--- src/sv/spdd_pkg.sv ---
`default_nettype none

package spdd_pkg;

    localparam int unsigned DigitCount = 10;
    localparam int unsigned PinLength  = 4;
    localparam int unsigned SeedWidth  = 32;
    localparam int unsigned CharWidth  = 8;
    localparam int unsigned DigitWidth = 4;
    localparam int unsigned CfgCount   = 2;
    localparam int unsigned CfgIdxWidth = $clog2(CfgCount);

    localparam logic [CharWidth-1:0] CharZero = 8'h30;
    localparam logic [CharWidth-1:0] CharNine = 8'h39;

    // last shuffle round, and the count at which its swap lands
    localparam logic [3:0] RoundLast = 4'd9;
    localparam logic [3:0] ShufDone  = 4'd10;

    localparam logic [SeedWidth-1:0] OffsetReset     = 32'h0088_1234;
    localparam logic [SeedWidth-1:0] MultiplierReset = 32'h0000_3498;

    typedef enum logic [CfgIdxWidth-1:0] {
        CFG_SEED_OFFSET     = 1'b0,
        CFG_SEED_MULTIPLIER = 1'b1
    } cfg_idx_t;

    typedef logic [DigitWidth-1:0] digit_t;
    typedef logic [CharWidth-1:0]  char_t;

    // controller to datapath commands
    typedef struct packed {
        logic       load;
        logic       advance;
        logic       quot;
        logic [3:0] quot_round;
        logic       decode;
        logic [1:0] decode_idx;
        logic       publish;
    } cmd_t;

    // floor(2^32 / (round+1)), quotient estimate is then low by at most one
    function automatic logic [SeedWidth-1:0] recip(input logic [3:0] round);
        logic [SeedWidth-1:0] m;
        unique case (round)
            4'd1:    m = 32'h8000_0000;
            4'd2:    m = 32'h5555_5555;
            4'd3:    m = 32'h4000_0000;
            4'd4:    m = 32'h3333_3333;
            4'd5:    m = 32'h2AAA_AAAA;
            4'd6:    m = 32'h2492_4924;
            4'd7:    m = 32'h2000_0000;
            4'd8:    m = 32'h1C71_C71C;
            4'd9:    m = 32'h1999_9999;
            default: m = '0;
        endcase
        return m;
    endfunction

endpackage

`default_nettype wire

--- src/sv/spdd_ctrl.sv ---
`default_nettype none

module spdd_ctrl (
    input  wire logic          clk,
    input  wire logic          rst_n,
    input  wire logic          in_valid,
    output logic               in_ready,
    output logic               out_valid,
    input  wire logic          out_ready,
    output spdd_pkg::cmd_t     cmd
);

    typedef enum logic [1:0] {
        S_IDLE,
        S_SHUF,
        S_DEC,
        S_DONE
    } state_t;

    state_t     state_reg, state_next;
    logic [3:0] cnt_reg, cnt_next;
    logic       out_valid_reg, out_valid_next;

    always_comb
    begin
        state_next = state_reg;
        cnt_next   = cnt_reg;
        cmd        = '0;
        unique case (state_reg)
            S_IDLE:
            begin
                if (in_valid)
                begin
                    cmd.load   = 1'b1;
                    state_next = S_SHUF;
                    cnt_next   = '0;
                end
            end
            S_SHUF:
            begin
                cmd.advance    = (cnt_reg < spdd_pkg::RoundLast);
                cmd.quot       = (cnt_reg != '0) && (cnt_reg <= spdd_pkg::RoundLast);
                cmd.quot_round = cnt_reg;
                if (cnt_reg == spdd_pkg::ShufDone)
                begin
                    state_next = S_DEC;
                    cnt_next   = '0;
                end
                else
                begin
                    cnt_next = cnt_reg + 4'd1;
                end
            end
            S_DEC:
            begin
                cmd.decode     = 1'b1;
                cmd.decode_idx = cnt_reg[1:0];
                if (cnt_reg == 4'(spdd_pkg::PinLength - 1))
                begin
                    state_next = S_DONE;
                end
                else
                begin
                    cnt_next = cnt_reg + 4'd1;
                end
            end
            S_DONE:
            begin
                // hand over once the output register is free
                if (!out_valid_reg || out_ready)
                begin
                    cmd.publish = 1'b1;
                    state_next  = S_IDLE;
                end
            end
            default:
            begin
                state_next = S_IDLE;
            end
        endcase
    end

    always_comb
    begin
        if (cmd.publish)
        begin
            out_valid_next = 1'b1;
        end
        else if (out_ready)
        begin
            out_valid_next = 1'b0;
        end
        else
        begin
            out_valid_next = out_valid_reg;
        end
    end

    always_ff @(posedge clk or negedge rst_n)
    begin
        if (!rst_n)
        begin
            state_reg     <= S_IDLE;
            cnt_reg       <= '0;
            out_valid_reg <= 1'b0;
        end
        else
        begin
            state_reg     <= state_next;
            cnt_reg       <= cnt_next;
            out_valid_reg <= out_valid_next;
        end
    end

    assign in_ready  = (state_reg == S_IDLE);
    assign out_valid = out_valid_reg;

endmodule

`default_nettype wire

--- src/sv/spdd_datapath.sv ---
`default_nettype none

module spdd_datapath (
    input  wire logic                                 clk,
    input  wire logic                                 rst_n,
    input  wire spdd_pkg::cmd_t                       cmd,
    input  wire logic                                 cfg_write,
    input  wire logic [spdd_pkg::CfgIdxWidth-1:0]     cfg_index,
    input  wire logic [spdd_pkg::SeedWidth-1:0]       cfg_data,
    input  wire logic [spdd_pkg::SeedWidth-1:0]       session_seed,
    input  wire spdd_pkg::char_t                      char_first,
    input  wire spdd_pkg::char_t                      char_second,
    input  wire spdd_pkg::char_t                      char_third,
    input  wire spdd_pkg::char_t                      char_fourth,
    output spdd_pkg::digit_t                          digit_first,
    output spdd_pkg::digit_t                          digit_second,
    output spdd_pkg::digit_t                          digit_third,
    output spdd_pkg::digit_t                          digit_fourth
);

    logic [spdd_pkg::SeedWidth-1:0] seed_offset_reg;
    logic [spdd_pkg::SeedWidth-1:0] seed_multiplier_reg;
    logic [spdd_pkg::SeedWidth-1:0] seed_reg;

    spdd_pkg::char_t  char_reg  [spdd_pkg::PinLength];
    spdd_pkg::digit_t digit_reg [spdd_pkg::PinLength];
    spdd_pkg::digit_t out_reg   [spdd_pkg::PinLength];
    spdd_pkg::digit_t table_reg [spdd_pkg::DigitCount];

    // swap stage
    logic       sw_valid_reg;
    logic [3:0] sw_round_reg;
    logic [4:0] q5_reg;
    logic [4:0] x5_reg;

    logic [spdd_pkg::SeedWidth-1:0]   seed_step;
    logic [2*spdd_pkg::SeedWidth-1:0] quot_prod;
    logic [3:0]                       divisor;
    logic [9:0]                       qd_full;
    logic [4:0]                       rem_est;
    logic [4:0]                       rem_fix;
    logic [3:0]                       pos;
    spdd_pkg::char_t                  cur_char;
    logic                             is_digit;
    logic [3:0]                       rd_addr;
    spdd_pkg::digit_t                 rd_data;

    always_ff @(posedge clk or negedge rst_n)
    begin
        if (!rst_n)
        begin
            seed_offset_reg     <= spdd_pkg::OffsetReset;
            seed_multiplier_reg <= spdd_pkg::MultiplierReset;
        end
        else if (cfg_write)
        begin
            case (cfg_index)
                spdd_pkg::CFG_SEED_OFFSET:     seed_offset_reg     <= cfg_data;
                spdd_pkg::CFG_SEED_MULTIPLIER: seed_multiplier_reg <= cfg_data;
                default: ;
            endcase
        end
    end

    assign seed_step = seed_offset_reg + seed_reg * seed_multiplier_reg;

    // quotient estimate of seed / (round+1) by reciprocal, only low bits are kept
    assign quot_prod = 64'(seed_reg) * 64'(spdd_pkg::recip(cmd.quot_round));

    always_ff @(posedge clk)
    begin
        if (cmd.load)
        begin
            seed_reg <= session_seed;
        end
        else if (cmd.advance)
        begin
            seed_reg <= seed_step;
        end
        if (cmd.quot)
        begin
            q5_reg       <= quot_prod[spdd_pkg::SeedWidth +: 5];
            x5_reg       <= seed_reg[4:0];
            sw_round_reg <= cmd.quot_round;
        end
    end

    always_ff @(posedge clk or negedge rst_n)
    begin
        if (!rst_n)
        begin
            sw_valid_reg <= 1'b0;
        end
        else
        begin
            sw_valid_reg <= cmd.quot;
        end
    end

    // remainder is below twice the divisor, so five bits and one fixup do
    assign divisor = sw_round_reg + 4'd1;
    assign qd_full = 10'(q5_reg) * 10'(divisor);
    assign rem_est = x5_reg - qd_full[4:0];
    assign rem_fix = (rem_est >= 5'(divisor)) ? (rem_est - 5'(divisor)) : rem_est;
    assign pos     = rem_fix[3:0];

    assign cur_char = char_reg[cmd.decode_idx];
    assign is_digit = (cur_char >= spdd_pkg::CharZero) && (cur_char <= spdd_pkg::CharNine);
    assign rd_addr  = cmd.decode ? (is_digit ? cur_char[3:0] : 4'd0) : pos;
    assign rd_data  = table_reg[rd_addr];

    // entry round still holds its own index here, so the swap needs one read
    always_ff @(posedge clk)
    begin
        for (int j = 0; j < spdd_pkg::DigitCount; j++)
        begin
            if (cmd.load)
            begin
                table_reg[j] <= 4'(j);
            end
            else if (sw_valid_reg)
            begin
                if (4'(j) == sw_round_reg)
                begin
                    table_reg[j] <= rd_data;
                end
                else if (4'(j) == pos)
                begin
                    table_reg[j] <= sw_round_reg;
                end
            end
        end
    end

    always_ff @(posedge clk)
    begin
        if (cmd.load)
        begin
            char_reg[0] <= char_first;
            char_reg[1] <= char_second;
            char_reg[2] <= char_third;
            char_reg[3] <= char_fourth;
        end
        if (cmd.decode)
        begin
            digit_reg[cmd.decode_idx] <= is_digit ? rd_data : '0;
        end
        if (cmd.publish)
        begin
            for (int k = 0; k < spdd_pkg::PinLength; k++)
            begin
                out_reg[k] <= digit_reg[k];
            end
        end
    end

    assign digit_first  = out_reg[0];
    assign digit_second = out_reg[1];
    assign digit_third  = out_reg[2];
    assign digit_fourth = out_reg[3];

endmodule

`default_nettype wire

--- src/sv/scrambled_pin_digit_decoder_unit.sv ---
// from input transfer to result valid: the shuffle, one lookup per character, the hand-off
// one item at a time, paced by the nine shuffle rounds through one seed multiplier and
// one swap port on the digit table, then one table read per character
// the finished result waits in an output register while the next item is taken
// reset: asynchronous active low, clears control and loads the register defaults
`default_nettype none

module scrambled_pin_digit_decoder_unit (
    input  wire logic                                 clk,
    input  wire logic                                 rst_n,
    input  wire logic                                 cfg_write,
    input  wire logic [spdd_pkg::CfgIdxWidth-1:0]     cfg_index,
    input  wire logic [spdd_pkg::SeedWidth-1:0]       cfg_data,
    input  wire logic                                 in_valid,
    output logic                                      in_ready,
    input  wire logic [spdd_pkg::SeedWidth-1:0]       session_seed,
    input  wire spdd_pkg::char_t                      char_first,
    input  wire spdd_pkg::char_t                      char_second,
    input  wire spdd_pkg::char_t                      char_third,
    input  wire spdd_pkg::char_t                      char_fourth,
    output logic                                      out_valid,
    input  wire logic                                 out_ready,
    output spdd_pkg::digit_t                          digit_first,
    output spdd_pkg::digit_t                          digit_second,
    output spdd_pkg::digit_t                          digit_third,
    output spdd_pkg::digit_t                          digit_fourth
);

    spdd_pkg::cmd_t cmd;

    spdd_ctrl u_ctrl (
        .clk       (clk),
        .rst_n     (rst_n),
        .in_valid  (in_valid),
        .in_ready  (in_ready),
        .out_valid (out_valid),
        .out_ready (out_ready),
        .cmd       (cmd)
    );

    spdd_datapath u_datapath (
        .clk          (clk),
        .rst_n        (rst_n),
        .cmd          (cmd),
        .cfg_write    (cfg_write),
        .cfg_index    (cfg_index),
        .cfg_data     (cfg_data),
        .session_seed (session_seed),
        .char_first   (char_first),
        .char_second  (char_second),
        .char_third   (char_third),
        .char_fourth  (char_fourth),
        .digit_first  (digit_first),
        .digit_second (digit_second),
        .digit_third  (digit_third),
        .digit_fourth (digit_fourth)
    );

endmodule

`default_nettype wire

--- config.mk ---
export PLATFORM = sky130hd
export DESIGN_NAME = scrambled_pin_digit_decoder_unit
export DESIGN_NICKNAME = d
export VERILOG_FILES = /design/src/sv/spdd_pkg.sv /design/src/sv/spdd_ctrl.sv /design/src/sv/spdd_datapath.sv /design/src/sv/scrambled_pin_digit_decoder_unit.sv
export SDC_FILE = /design/constraint.sdc
export NUM_CORES = 2
export LEC_CHECK = 0
export BUFFER_PORTS_ARGS = -buffer_cell sky130_fd_sc_hd__clkbuf_2
export CAP_MARGIN = 15
export CORE_UTILIZATION = 30
export CTS_BUF_LIST = sky130_fd_sc_hd__clkbuf_4 sky130_fd_sc_hd__clkbuf_8
export DETAILED_ROUTE_END_ITERATION = 10
export PLACE_DENSITY_LB_ADDON = 0.12
export SYNTH_ARGS = -nofsm -noshare
export SYNTH_HDL_FRONTEND = slang
export SYNTH_SLANG_ARGS = --single-unit
--- constraint.sdc ---
create_clock -name clk -period 7.5 [get_ports clk]
set_input_delay 0.75 -clock clk [delete_from_list [all_inputs] [get_ports clk]]
set_output_delay 0.75 -clock clk [all_outputs]
set_load 0.05 [all_outputs]
* Word level (Yosys, flattened, before mapping)
Memories as Yosys holds them, arrays and structs flattened.
Index checks and enable logic that the tools add are counted.
** Word-level totals
- Flip-flop bits (word level) :: 118
- RAM bits :: 104
- ROM bits :: 512
- Bits of input ports :: 102
- Output and inout port bits :: 18
- Memories kept :: 5
** Memory list
- (no name shown) :: depth 16, width 32, read ports 1, clocked after Yosys merged registers in 0, wr ports 0, RTL line spdd_pkg.sv:45 : unique case (round)
- u_datapath.table_reg :: depth 10, width 4, read ports 1, clocked after Yosys merged registers in 0, wr ports 10, RTL line spdd_datapath.sv:28 : spdd_pkg::digit_t table_reg [spdd_pkg::DigitCount];
- u_datapath.char_reg :: depth 4, width 8, read ports 1, clocked after Yosys merged registers in 0, wr ports 4, RTL line spdd_datapath.sv:25 : spdd_pkg::char_t char_reg [spdd_pkg::PinLength];
- u_datapath.digit_reg :: depth 4, width 4, read ports 4, clocked after Yosys merged registers in 0, wr ports 1, RTL line spdd_datapath.sv:26 : spdd_pkg::digit_t digit_reg [spdd_pkg::PinLength];
- u_datapath.out_reg :: depth 4, width 4, read ports 4, clocked after Yosys merged registers in 0, wr ports 4, RTL line spdd_datapath.sv:27 : spdd_pkg::digit_t out_reg [spdd_pkg::PinLength];
** Operators by class
- Add/subtract/negate cells :: 5
- Multiply operators :: 3
- Magnitude comparators :: 5
- Equal/unequal tests :: 28
- Mux-type cells :: 139
- Bitwise gates (word level) :: 21
- Reductions and logical operators :: 15
** Operator list (count)
- 2-to-1 mux 4 bit :: 27
- 2-to-1 mux 1 bit :: 102
- 2-to-1 mux 32 bit :: 2
- multiplier 32 x 32 -> 37 bit :: 1
- adder 32 bit :: 1
- == test 3 x 4 -> 1 bit (first input constant) :: 8
- multiplier 32 x 32 -> 32 bit :: 1
- bitwise OR 1 bit :: 20
- == test 2 x 4 -> 1 bit (first input constant) :: 4
- == test 4 bit (first input constant) :: 4
- case mux 4 bit (3 select lines) :: 1
- adder 4 x 1 -> 4 bit (second input constant) :: 2
- == test 1 x 4 -> 1 bit (first input constant) :: 2
- >= comparator 8 x 6 -> 1 bit (second input constant) :: 1
- less-or-equal comparator 8 x 6 -> 1 bit (second input constant) :: 1
- logical NOT 4 bit :: 2
- 2-to-1 mux 2 bit :: 4
- case mux 2 bit (4 select lines) :: 1
- 2-to-1 mux 6 bit :: 1
- inequality test 2 x 1 -> 1 bit (second input constant) :: 3
- >= comparator 5 x 4 -> 1 bit :: 1
- multiplier 5 x 4 -> 5 bit :: 1
- subtractor 5 bit :: 1
- == test 2 bit (second input constant) :: 2
- other kinds (19) :: 23

* Depth between registers and ports, before layout
- Depth in word-level cells :: 12
- Gate-level depth with buffers :: 39
- Gate-level depth less buffers :: 36

* Hierarchy
From an unflattened synthesis, not the netlist that was laid out.
** Unflattened totals
- Cell total of the unflattened synthesis :: 4372
- Area total of the unflattened synthesis :: 42434.4 µm²
** Modules (own cells, without submodules)
- spdd_datapath :: instances 1, cells each 4300, area an instance 41801.3 µm², seq. area each 6147.1 µm²
- spdd_ctrl :: instances 1, cells each 72, area an instance 633.1 µm², seq. area each 175.2 µm²

* Least setup slack after synthesis
OpenSTA, ideal clock, no wires.
- Kind :: register -> register
- Start point :: reg u_ctrl.state_reg[1]
- End point :: reg u_datapath.q5_reg[4], data pin
- Library setup time :: 260 ps
- Arrival time :: 7952 ps
- Data required time :: 7240 ps
- Setup slack :: -712 ps
- Stages on the path, launching flop included :: 37
- Buffers on the path :: 3
- Clock period less this slack :: 8212 ps
- Path through :: dfrtp_1 -> inv_1 -> ha_1 -> clkbuf_1 -> nand2_1 -> inv_1 -> ha_1 -> inv_1 -> nor2_1 -> a31oi_1 -> o21ai_0 -> clkbuf_1 -> clkbuf_1 -> nand2_1 -> fa_1 -> inv_1 -> fa_1 -> inv_1 -> fa_1 -> fa_1 -> inv_1 -> fa_1 -> fa_1 -> fa_1 -> fa_1 -> ha_1 -> a21o_1 -> a21oi_1 -> nor2b_1 -> o21ai_0 -> nand2b_1 -> a211oi_1 -> o21ai_0 -> a41oi_1 -> o21bai_1 -> a21oi_1 -> xnor2_1
** RTL lines
- start, declared :: RTL line spdd_ctrl.sv:20 : state_t state_reg, state_next;
- start signal, assigned :: RTL line spdd_ctrl.sv:109 : state_reg <= state_next;
- end signal, assigned :: RTL line spdd_datapath.sv:82 : q5_reg <= quot_prod[spdd_pkg::SeedWidth +: 5];
- end, declared :: RTL line spdd_datapath.sv:33 : logic [4:0] q5_reg;

* Worst setup path in the final report
- Start point :: reg u_ctrl.state_reg[1]
- End point :: reg u_datapath.q5_reg[4], data pin
** Between the ends
- Longest elaborated chain between the ends :: 4
** RTL lines
- == test 2 x 1 -> 1 bit :: RTL line spdd_ctrl.sv:29 : unique case (state_reg)
- 2-to-1 mux 6 bit :: RTL line spdd_ctrl.sv:29
- memory (16 x 32 bit)
- multiplier 32 x 32 -> 37 bit :: RTL line spdd_datapath.sv:68 : assign quot_prod = 64'(seed_reg) * 64'(spdd_pkg::recip(cmd.quot_round));
- named net u_datapath.quot_prod, one bit :: RTL line spdd_datapath.sv:37 : logic [2*spdd_pkg::SeedWidth-1:0] quot_prod;
The timed path passes the listed nets, and every way through them passes these cells.
A chain may end at the register's enable or synchronous reset.

==> results by group <==
STA
  • Hold slack: 0.03217 ns
  • Fmax achieved: 124.7 MHz
  • RSZ-0062 raised after global routing: yes
  • Clock period minus worst slack: 8.019 ns
  • Post-route setup slack: -0.5187 ns
  • Final hold viol count: 0
  • Skew final: 0.03243 ns
  • Fin crit share: 106.9%
  • Actual slew at the worst max-slew pin: 1.017 ns
  • Setup TNS: -1.894 ns
  • Final setup vio count: 5
  • Count of pins over their slew limit: 0
  • Slew headroom: 32.19%

Placement
  • PortBufs: 119
  • Routability-driven placement congestion ratio: 0.8548
  • Placed cell area: 0.04896 sq mm
  • Hpwl dp: 122,100 um
  • Post-Place Cells: 6,647

Layout
  • Sequential Area: 0.006326 sq mm
  • Share of cells above drive strength 1: 19.64%
  • NumNets Final: 6,159
  • Area grow syn2layout: 20.15%
  • Fin cells: 6,768
  • Fill cells: 14.39k
  • Max reg flops: 40
  • Final Cell Area: 0.05102 sq mm
  • Multi-input logic area: 0.03214 sq mm

Logic synthesis
  • Synth Area in Simple Gates: 12.86%
  • Post-synth top area cell: fa_1
  • Mux cell area share after synthesis: 1.721%
  • Synth Warn #: 0
  • Synth area leaders: fa_1 43%, edfxtp_1 11%, inv_1 8.8%
  • Syn Area/Cell: 9.730 sq um
  • Ys async rst share: 32.43%
  • Dominant synthesized flop cell: edfxtp_1
  • Post-synthesis sequential area ratio: 14.89%
  • Syn Nets: 5,670
  • Mapped Area: 0.04246 sq mm
  • Largest family of logic cells by synthesized area: adder cells
  • Post-synthesis register bit count: 222
  • Synth top area share: 43.47%
  • Post-synth EDFFs: 150
  • Adder-cell share of the synthesized area: 51.78%
  • Xor/xnor share of the synthesized area: 3.147%
  • Synth Instances: 4,364
  • Netlist cell types: 75
  • Post-synthesis compound-gate area fraction: 4.676%

Clock network
  • CTS tree: done
  • CTS Buffer Depth: 3
  • Clk slew on worst S/H paths: 0.07 ns
  • CTS H-tree depth: 2
  • Cts bufs inserted: 43
  • Hold buffer count at CTS: 0
  • Worst-skew pair later-pin latency: 0.67 ns
  • Sink Count: 222
  • Clk Tree Root Cell: clkbuf_8

Routing
  • WL final: 144,100 um
  • Remaining DRCs: 0
  • Drt first pass iters: 5
  • Vias per Instance: 4.508
  • WL per Instance: 21.29 um
  • DR iter-0 viols: 1,608
  • Vias: 30.51k
  • ANT nets after route: 0

Global route
  • Tot GR Track Use: 20.77%
  • Largest net degree at the start of global routing: 69
  • First-pass GRT wire length: 218,000 um
  • Busiest grt layer: met2
  • Met3 GRT Util: 2.666%
  • Initial antenna violation count: 4
  • Grt met1 use: 28.70%
  • Grt ovf: 0
  • Met2 Usage GRT: 34.61%
  • Vias in the first global route: 33.37k

Critical path
  • CP max stage delay: 0.60 ns
  • Max FO, Critical Path: 9
  • Data required time of the worst path: 7.89 ns
  • Kind of critical path: flip-flop to flip-flop
  • Worst Path Arrival: 8.41 ns
  • Critical path launch point type: flip-flop
  • Setup crit end kind: flip-flop
  • Slowest-stage cell, CP: fa_1

Floorplan
  • Starting Density: 30.32%
  • Die ar.: 0.1431 sq mm
  • FP Rows: 137
  • Core area: 0.1400 sq mm
  • Height of the chip: 378.2 um
  • Ports: 120
  • Die Width: 378.2 um

Hold path
  • Type of the worst min-delay path: primary input to asynchronous set/reset pin

Run status
  • Failing checks: negative setup slack
  • Status: finished with violations

Flow run
  • Max cap viols: 0
[critical path, delay by kind of cell (launching register included)]
family,cells,cell delay [ns]
AO/OA/AOI/OAI,2,0.29
XOR/XNOR,8,1.47
adder cells (fa/ha/maj),10,4.36
buffers and inverters,11,0.91
flip-flops,1,0.38
AND/OR/NAND/NOR,3,0.33
[placed cells by master (no fill, tap or decap), types with 22 or more instances in the layout]
cell type,count
a21o_1,25
a21oi_1,42
and2_1,254
and3_1,28
buf_12,46
buf_4,474
clkbuf_2,118
clkbuf_8,48
dfrtp_1,56
edfxtp_1,150
fa_1,882
fa_2,40
ha_1,272
inv_1,988
mux2_2,42
mux2i_1,22
nand2_1,738
nand3_1,28
nor2_1,65
o21ai_0,64
xnor2_1,107
xor2_1,33
[per-stage QoR]
stage / util [%] / worst slack [ns]
2_1_floorplan: - / -0.1147
3_3_place_gp: 34.95 / -1.003
3_5_place_dp: 34.96 / -1.006
4_1_cts: 36.07 / -0.5484
5_1_grt: 36.43 / -0.8686
6_report: 36.43 / -0.5187
[layer usage]
metal  share of wire [%]  up-vias
li1                    -    13948
met1                  46    15838
met2                  48      587
met3                 4.1      137
met4                 2.1        0
met5                   0        -
[cell usage after synthesis (12+ instances only)]
cell type	n
dfrtp_1	59
nor2_1	71
o21ai_0	78
nor3_1	12
clkbuf_1	200
and2_1	255
ha_1	282
a21oi_1	54
inv_1	1000
o22ai_1	17
nor2b_1	20
nand2b_1	16
dfstp_2	13
fa_1	922
mux2i_1	22
xor2_1	34
mux2_2	42
nand2_1	754
and3_1	28
nand3_1	29
xnor2_1	113
edfxtp_1	150
a21o_1	25
[final timing paths]
kind / start / cells past startpoint / to / slack, ns
max: u_ctrl.state_reg[1] / 34 / u_datapath.q5_reg[4] / -0.52
min: rst_n / 1 / u_datapath.seed_offset_reg[13] / 0.03
max reg2reg: u_ctrl.state_reg[1] / 34 / u_datapath.q5_reg[4] / -0.52
min reg2reg: u_datapath.digit_reg[3][2] / 0 / u_datapath.out_reg[3][2] / 0.42
max in group asynchronous: rst_n / 2 / u_datapath.seed_multiplier_reg[0] / 6.44
min in group clk: char_third[4] / 1 / u_datapath.char_reg[2][4] / 0.26
[repair_timing]
item,CTS,global route
hold endpoints to repair,0,0
pin swaps,44,79
gates cloned,0,0
endpoints found under the setup margin,11,14
gates resized for setup,82,91
setup buffers,22,18
[cell families (layout without fill, tap and decap cells)]
| group | after synthesis | count (layout) |
|---|---|---|
| simple gates | 1209 | 1209 |
| buf+inv | 1223 | 1747 |
| other cells | 0 | 4 |
| flops | 222 | 222 |
| compound gates | 290 | 290 |
| fa+ha+maj | 1204 | 1204 |
| mux | 66 | 66 |
| xor+xnor | 150 | 150 |
[cell type report]
cell class | instances | share of cell area, %
diodes | 4 | 0.01962
clock buffers | 57 | 1.427
clock inverters | 23 | 0.5616
inverters | 1002 | 7.384
multi-input cells | 2919 | 63.00
flip-flops and latches | 222 | 12.40
well taps | 1876 | 4.601
repair buffers | 665 | 10.60
Power is left out: the tool's default activity adds up to more than one toggle a clock period on the data nets, which glitch-free logic cannot reach.
